### config.mk
export PLATFORM = sky130hd
export DESIGN_NAME = vna_sqrt
export DESIGN_NICKNAME = d
export VERILOG_FILES = /design/src/design/vna_sqrt.sv
export SDC_FILE = /design/constraint.sdc
export NUM_CORES = 1
export LEC_CHECK = 0
export ABC_AREA = 1
export BUFFER_PORTS_ARGS = -buffer_cell sky130_fd_sc_hd__buf_2
export CAP_MARGIN = 15
export CELL_PAD_IN_SITES_DETAIL_PLACEMENT = 1
export CELL_PAD_IN_SITES_GLOBAL_PLACEMENT = 1
export CORE_UTILIZATION = 25
export CTS_CLUSTER_DIAMETER = 40
export DETAILED_ROUTE_END_ITERATION = 8
export PLACE_DENSITY = 0.5
export SLEW_MARGIN = 40
export SYNTH_ARGS = -nofsm -noshare
export SYNTH_HDL_FRONTEND = slang
export SYNTH_SLANG_ARGS = --single-unit
### constraint.sdc
create_clock -name clk -period 4.5 [get_ports clk]
set_input_delay 0.45 -clock clk [delete_from_list [all_inputs] [get_ports clk]]
set_output_delay 0.45 -clock clk [all_outputs]
set_load 0.05 [all_outputs]
### src/design/vna_sqrt.sv
// Bit-serial integer square root, one result bit per cycle.
module vna_sqrt
(
    input  logic        clk,
    input  logic        rst_n,
    input  logic        go,
    input  logic [63:0] radicand,
    output logic        done,
    output logic [31:0] root
);

    logic [63:0] rem_reg;
    logic [31:0] root_reg, root_next;
    logic [31:0] wrem_reg;
    logic [33:0] wrem_next;
    logic [33:0] wcat;
    logic [33:0] trial;
    logic [5:0]  cnt_reg;
    logic        run_reg;

    // Restoring method: bring down two radicand bits per step and try (4*root + 1).
    // The radicand stays below 2^62, so the running remainder fits in 32 bits.
    always_comb
    begin
        wcat      = {wrem_reg, rem_reg[63:62]};
        trial     = {root_reg, 2'b01};
        wrem_next = wcat;
        root_next = {root_reg[30:0], 1'b0};
        if (wcat >= trial)
        begin
            wrem_next = wcat - trial;
            root_next = {root_reg[30:0], 1'b1};
        end
    end

    always_ff @(posedge clk or negedge rst_n)
    begin
        if (!rst_n)
        begin
            run_reg <= 1'b0;
            cnt_reg <= '0;
        end
        else if (go)
        begin
            run_reg <= 1'b1;
            cnt_reg <= 6'd32;
        end
        else if (run_reg)
        begin
            cnt_reg <= cnt_reg - 6'd1;
            if (cnt_reg == 6'd1)
                run_reg <= 1'b0;
        end
    end

    always_ff @(posedge clk)
    begin
        if (go)
        begin
            rem_reg  <= radicand;
            root_reg <= '0;
            wrem_reg <= '0;
        end
        else if (run_reg)
        begin
            rem_reg  <= {rem_reg[61:0], 2'b00};
            root_reg <= root_next;
            wrem_reg <= wrem_next[31:0];
        end
    end

    assign done = run_reg && (cnt_reg == 6'd1);
    assign root = root_reg;

endmodule

==> results.toml <==
[floorplan]
die_x_um = 184
dieArea_um2 = 34000
die_h_um = 184
initial_core_util = 0.255
rows = 66
core_um2 = 32600
ios = 100

[power]
power_density_nw_per_um2 = 678
p_leak_nw = 4.86
ir_worst_vdd_v = 0.000299

[yosys]
synth_cells = 1179
yosysUniqueCellTypes = 41
synth_edf_count = 64
synthAdderAreaFrac = 0.0542
syn_area_per_cell_um2 = 7.05
syn-num-nets = 1282
ys_seq_area_frac = 0.406
synthArstFlopShare = 0.0519
ys_ff_latch = 135
ys_warn_count = 0
yosys_most_used_dff = "edfxtp_1"
synth_compound_area_frac = 0.0826
synth_xor_area_frac = 0
synthSimpleGateAreaFrac = 0.336
synthMuxAreaShare = 0
synth_top_family_by_area = "simple AND/OR/NAND/NOR gates"
syn-cell-area_um2 = 8310

[drt]
vias = 7413
ant_nets = 0
drc_errors = 0
dr.pass1.iters = 5
wirelength_um = 26000
via_per_inst = 4.38
avgRoutedWirePerCell_um = 15.4
drtIter0Drc = 307

[place]
place_congestion = 0.821
port_buffers = 99
dp.cells = 1660
dpl.hpwl_um = 19600

[timing]
timing.fmax_ghz = 0.390
drv_slew = 0
fin_crit_ns = 2.56
relSlewSlack = 0.519
rsz0062_at_grt = "no"
period_share = 0.569
setup_violations = 0
setup-tns-final_ns = 0
final-hold-violation-count = 0
worst_slew_pin_slew_ns = 0.721
skew_ns = 0.0102

[cells_and_area]
diodes = 0
multi_input_area_um2 = 3930
drive_above_1_share = 0.136
instances_no_fill = 1693
seq_area_um2 = 3380
fillers = 4090
largest_register_ffs = 64
layout-area-overhead-vs-synth_pct = 15.3
nets = 1341

[setup_path]
reg2reg_depth = 13
crit_path_start_kind = "flop"
path_class = "flop to flop"
required_ns = 4.78
cp-end-kind = "flop"
cp_max_fo = 41
cp_data_arrival_time_ns = 2.84

[global_route]
grt_first_pass_wirelength_um = 42200
grt_max_degree = 78
antenna_found_initial = 1
grt_pass1_vias = 7761
grt_overflow = 0
grt_use_total = 0.163

[worst_hold_path]
whs_path_depth = 3
hp-class = "input port to flop"

[cts]
post_cts_resized = 0
hold_buffers = 1
cts_setup_buffers = 0
cts_max_level = 4
clock-sinks = 135
path_clk_slew_ns = 0.07
clock_latency_ns = 0.44
clockBufferDepth = 2
numCtsBuffers = 17
cts-root-buf = "clkbuf_16"
cts_tree = "yes"

[status]
status = "finished, final reports clean"

[flow_run]
drv_cap = 0
## cells by family after synthesis
| kind of cell | after synthesis |
|---|---|
| flip-flops | 135 |
| buffers and inverters | 226 |
| adder cells (fa/ha/maj) | 36 |
| AND/OR/NAND/NOR | 665 |
| AO/OA/AOI/OAI | 117 |
## synthesized netlist by cell type (3+ instances only)
cell      instances  area, µm²
clkbuf_1         28        105
or2_1             8       50.1
nand3_1          72        360
o22ai_1          32        200
inv_2             4       15.0
buf_4            31        233
dfxtp_1          64       1280
or2_2             3       18.8
nand4_1          12       75.1
nor2_2            9       56.3
o21a_1            4       30.0
nand3b_1          3       22.5
nor3_1            5       25.0
nor2_1           75        282
edfxtp_1         64       1920
ha_1             36        450
nand3_2           3       30.0
o21ai_0          16       80.1
nand2_1         463       1740
a21oi_1          46        230
nand2_2           4       25.0
inv_1           154        578
a21boi_1          9       67.6
dfrtp_1           7        175
buf_6             4       45.0
## stage by stage
step                      worst slack [ns]  power [mW]  area (µm²)  hold slack, ns  utilization
final                                 1.94        6.49        9580           0.278        0.294
after global routing                  1.68        7.12        9580           0.269        0.294
after CTS                             1.88        6.61        9580           0.254        0.294
after detailed placement              1.90        5.19        9010           0.299        0.276
after global placement                1.83        5.17        9010           0.303        0.276
after floorplan                       1.34        4.26        8310           0.154            -
## cells in the final DEF, fill, tap and decap left out, drive strengths merged, types with 9 or more instances in the layout
cell / count
buf: 106
nor2: 85
edfxtp: 64
a21boi: 9
o22ai: 32
inv: 163
ha: 36
clkbuf: 18
nand3: 76
a21oi: 49
dfxtp: 64
nand2: 470
nand4: 12
o21ai: 18
or2: 11
## layer usage
| metal | GRT usage | routed length (µm) | up-vias | part of all wire |
|---|---|---|---|---|
| met4 | 0.0370 | 212 | 2 | 0.0082 |
| li1 | - | - | 3828 | - |
| met2 | 0.269 | 12000 | 114 | 0.46 |
| met3 | 0.0373 | 1010 | 17 | 0.039 |
| met5 | 0 | 8 | - | 0.00031 |
| met1 | 0.216 | 12700 | 3452 | 0.49 |
## area by class of cell
type	count	area share
Inverter	159	0.0631
Multi-Input combinational cell	818	0.410
Sequential cell	135	0.353
Timing Repair Buffer	107	0.0582
Tap cell	442	0.0577
Clock buffer	18	0.0458
Clock inverter	14	0.0128
## path summary, 6_finish.rpt
kind / startpoint / endpoint / slack [ns]
max: root[15] / wrem_reg[7] / 1.94
min reg2reg: wrem_reg[31] / wrem_reg[31] / 0.47
max reg2reg: root[15] / wrem_reg[7] / 1.94
min in group asynchronous: rst_n / run_reg / 0.41
min: radicand[41] / rem_reg[41] / 0.28
max in group asynchronous: rst_n / cnt_reg[2] / 3.92
## worst max-delay path: stages, from the launching register on
cell     delay, ns
dfxtp_1       0.32
inv_1         0.07
ha_1          0.38
nand2_1       0.17
nor2_1        0.24
inv_1         0.12
nor2_2        0.17
nand2_2       0.10
nand2_4       0.10
nand2_8       0.09
nand2_8       0.26
inv_2         0.20
nand3_1       0.11
a21oi_1       0.07
## power by group
group	total (mW)	switching [mW]	internal, mW
clock	1.38	0.599	0.777
sequential	1.62	0.129	1.49
combinational	3.50	2.39	1.11
Power figures use the tool's default switching activity.
