===== config.mk =====
export PLATFORM = sky130hd
export DESIGN_NAME = vna_div
export DESIGN_NICKNAME = d
export VERILOG_FILES = /design/src/design/vna_div.sv
export SDC_FILE = /design/constraint.sdc
export NUM_CORES = 1
export LEC_CHECK = 0
export BUFFER_PORTS_ARGS = -buffer_cell sky130_fd_sc_hd__buf_4
export CORE_UTILIZATION = 52
export DETAILED_ROUTE_END_ITERATION = 7
export GPL_TIMING_DRIVEN = 1
export PLACE_DENSITY = 0.77
export SLEW_MARGIN = 20
export SYNTH_ARGS = -nofsm -noshare
export SYNTH_HDL_FRONTEND = slang
export SYNTH_SLANG_ARGS = --single-unit

===== constraint.sdc =====
create_clock -name clk -period 3.05 [get_ports clk]
set_clock_uncertainty 0.2 [all_clocks]
set_input_delay 0.305 -clock clk [delete_from_list [all_inputs] [get_ports clk]]
set_output_delay 0.305 -clock clk [all_outputs]
set_load 0.01 [all_outputs]

===== src/design/vna_div.sv =====
// Restoring divider, one quotient bit per cycle.
module vna_div
(
    input  logic        clk,
    input  logic        rst_n,
    input  logic        go,
    input  logic [47:0] dividend,
    input  logic [32:0] divisor,
    output logic        done,
    output logic [15:0] quotient
);

    logic [47:0] num_reg;
    logic [33:0] rem_reg;
    logic [32:0] den_reg;
    logic [5:0]  cnt_reg;
    logic        run_reg;
    logic [33:0] shifted;

    assign shifted = {rem_reg[32:0], num_reg[47]};

    always_ff @(posedge clk or negedge rst_n)
    begin
        if (!rst_n)
        begin
            run_reg <= 1'b0;
            cnt_reg <= '0;
        end
        else if (go)
        begin
            run_reg <= 1'b1;
            cnt_reg <= 6'd48;
        end
        else if (run_reg)
        begin
            cnt_reg <= cnt_reg - 6'd1;
            if (cnt_reg == 6'd1)
                run_reg <= 1'b0;
        end
    end

    always_ff @(posedge clk)
    begin
        if (go)
        begin
            num_reg <= dividend;
            rem_reg <= '0;
            den_reg <= divisor;
        end
        else if (run_reg)
        begin
            if (shifted >= {1'b0, den_reg})
            begin
                rem_reg <= shifted - {1'b0, den_reg};
                num_reg <= {num_reg[46:0], 1'b1};
            end
            else
            begin
                rem_reg <= shifted;
                num_reg <= {num_reg[46:0], 1'b0};
            end
        end
    end

    assign done     = run_reg && (cnt_reg == 6'd1);
    // Quotient never exceeds 16384 so low bits suffice; the last bit is shifted in at the edge on which done is high.
    assign quotient = num_reg[15:0];

endmodule


==> flow_summary.json <==
{
  "fp.dieW_um": 117,
  "slew_viol_final": 0,
  "max-vdd-ir-drop_uv": 407,
  "grt_max_degree": 49,
  "via_count": 5506,
  "drive_gt1_frac": 0.311,
  "stdcell_area_um2": 9390,
  "whs_ps": 25.0,
  "diodes": 0,
  "place_hpwl_mm": 10.4,
  "hp-start": "dividend[23]",
  "max_slew_margin": 0.479,
  "fin_crit_ps": 3030,
  "path_cells": "inv_1 > ha_2 > inv_2 > fa_2 > a21oi_2 > o211ai_2 > o211ai_2 > and4_4 > or3_4 > a21oi_4 > buf_12 > buf_12 > mux2_4",
  "clkSinkCount": 121,
  "path_max_fanout": 14,
  "first_pass_iters": 5,
  "clk_pin_slew_ps": 60,
  "cp-start-kind": "register",
  "ant_nets": 0,
  "min_path_cells": 2,
  "nFillCells": 888,
  "worstSetupPathType": "register to register",
  "nets": 941,
  "post-route-period-util": 0.992,
  "portBuffers": 100,
  "hp-class": "input pin to register",
  "synth_cell_type_count": 60,
  "worst-slew-pin-transition_ps": 779,
  "synthFlopType": "edfxtp_1",
  "fin_ws_ps": 23.4,
  "core_region_area_um2": 12700,
  "synthCells": 639,
  "largest_reg_flops": 48,
  "viasPerCell": 5.47,
  "grt_usage": 0.254,
  "htree_levels": 4,
  "rsz0062_at_grt": "true",
  "first_iter_violations": 338,
  "leakagePower_uw": 0.00390,
  "gr-total-overflow": 0,
  "synth_top_area_frac": 0.356,
  "placed_cell_area_um2": 7720,
  "syn_nets": 759,
  "status": "finished clean",
  "cp-end-kind": "register",
  "syn_avg_cell_area_um2": 10.7,
  "fin_total_pwr_uw": 4410,
  "synthTopCellsByCount": "edfxtp_1 (81), inv_1 (50), nand2_1 (50), nor2_1 (49), mux2_2 (48)",
  "worstSetupStartpoint": "num_reg[47]",
  "synthesis.area_um2": 6830,
  "synth_most_common_cell": "edfxtp_1",
  "timing.rr.end": "num_reg[0]",
  "yosys_warnings": 0,
  "whs_endpoint": "num_reg[23]",
  "seq_area_frac_synth": 0.479,
  "cp.required_ps": 3020,
  "antenna_found_initial": 0,
  "r2r_slack_ps": 20,
  "synthToLayoutAreaGrowth_pct": 37.6,
  "multi_input_area_um2": 3360,
  "setup_viol": 0,
  "cpPeakStageDelay_ps": 380,
  "drt_wl_total_mm": 17.0,
  "cts_tree": "yes",
  "grt_pass1_wl_mm": 26.1,
  "seqCellArea_um2": 3270,
  "synth_edf_count": 81,
  "fmax_ghz": 0.330,
  "hold_violations": 0,
  "rows": 41,
  "cts_buffers": 17,
  "slowest_stage": "edfxtp_1",
  "first_global_vias": 5539,
  "floorplan.initialDensity": 0.536,
  "dp_slack_ps": -30.3,
  "clkLatencyLatePin_ps": 420,
  "gp_congestion": 0.914,
  "dieArea_um2": 13600,
  "drc": 0,
  "r2r_cells": 13,
  "powerDensity_nw_per_um2": 470,
  "async_reset_ff_frac": 0.0579,
  "worstPathArrival_ps": 3000,
  "wire_per_inst_um": 16.9,
  "synth_area_leaders": "edfxtp_1 (36%), dfxtp_1 (9.7%), mux2_2 (7.9%)",
  "cts_root_buf": "clkbuf_16",
  "synth.largest_area_cell": "edfxtp_1",
  "io_pins": 101,
  "yosys_register_bits": 121,
  "maxCapViolCount": 0,
  "die-height_um": 117,
  "clock_path_buffers": 2,
  "rr_startpoint": "num_reg[47]"
}
## cells in the final DEF, fill, tap and decap left out, drive strengths merged, types with 2 or more instances in the layout
cell type / count
a21o: 15
dlygate4sd3: 80
mux2i: 21
or2: 2
a22o: 2
clkbuf: 19
nor4: 3
edfxtp: 81
clkinv: 6
o21bai: 4
o21ai: 28
nand2: 50
nor2: 49
dfxtp: 33
nand4: 3
or3: 3
clkinvlp: 6
a2111oi: 3
xor2: 12
nor3: 8
ha: 35
and3: 2
inv: 52
a31o: 3
nand3: 17
a31oi: 4
o211ai: 9
o221ai: 2
a21oi: 37
a311oi: 2
buf: 127
xnor2: 23
mux2: 48
dfrtp: 7
a211oi: 23
## critical path: cells and delay by family (launching register included)
kind	cells	cell delay [ps]
fa+ha+maj	2	540
compound gates	4	610
simple gates	2	390
buf+inv	4	420
mux	1	250
flops	1	380
## timing repair
action                     4_1_cts  5_1_grt
setup endpoints to repair       12       34
hold buffers                    79        1
gates resized for setup          1       54
hold endpoints to repair        85        1
pin swaps                        2       21
gates cloned                     0        2
setup buffers                    1        6
## area by class of cell
type                            instances  share of cell area
Clock inverter                         14              0.0105
Sequential cell                       121               0.348
Clock buffer                           18              0.0468
Timing Repair Buffer                  208               0.194
Tap cell                              172              0.0229
Inverter                               50              0.0200
Multi-Input combinational cell        423               0.358
## worst max path at each step
stage                  endpoint  slack [ps]  cells after the start
finish               num_reg[0]          20                     13
global route        rem_reg[31]         -80                     11
CTS                 rem_reg[31]         -40                     12
detailed placement  rem_reg[19]         -30                     13
global placement    rem_reg[31]          -9                     12
floorplan            num_reg[0]         170                     12
## per-layer routing
metal,global-route usage,wire length [um],vias to the layer above,share of wire
li1,-,-,2654,-
met1,0.290,6920,2628,0.41
met2,0.460,8810,187,0.52
met3,0.0727,917,37,0.054
met4,0.0709,380,0,0.022
met5,0,0,-,0
## per-stage QoR
stage	std cells	utilization	TNS, ps
global placement	887	0.607	-9.45
finish	1006	0.738	0
detailed placement	887	0.607	-94.2
CTS	999	0.713	-37.7
floorplan	639	-	0
global route	1006	0.738	-551
## power by group
group          switching, uW  internal (uW)  leakage (uW)
Combinational            285            358       0.00247
Clock                    767           1060      0.000249
Sequential              60.1           1890       0.00118
Total                   1110           3300       0.00390
## logic make-up after synthesis
family / Yosys count / synth area share
and+or+nand+nor: 143 / 0.0931
AOI/OAI and AO/OA: 140 / 0.141
DFF: 121 / 0.479
buffers and inverters: 95 / 0.0653
muxes: 69 / 0.110
adders and majority gates: 36 / 0.0671
xor gates and xnor gates: 35 / 0.0449
Power figures use the tool's default switching activity.
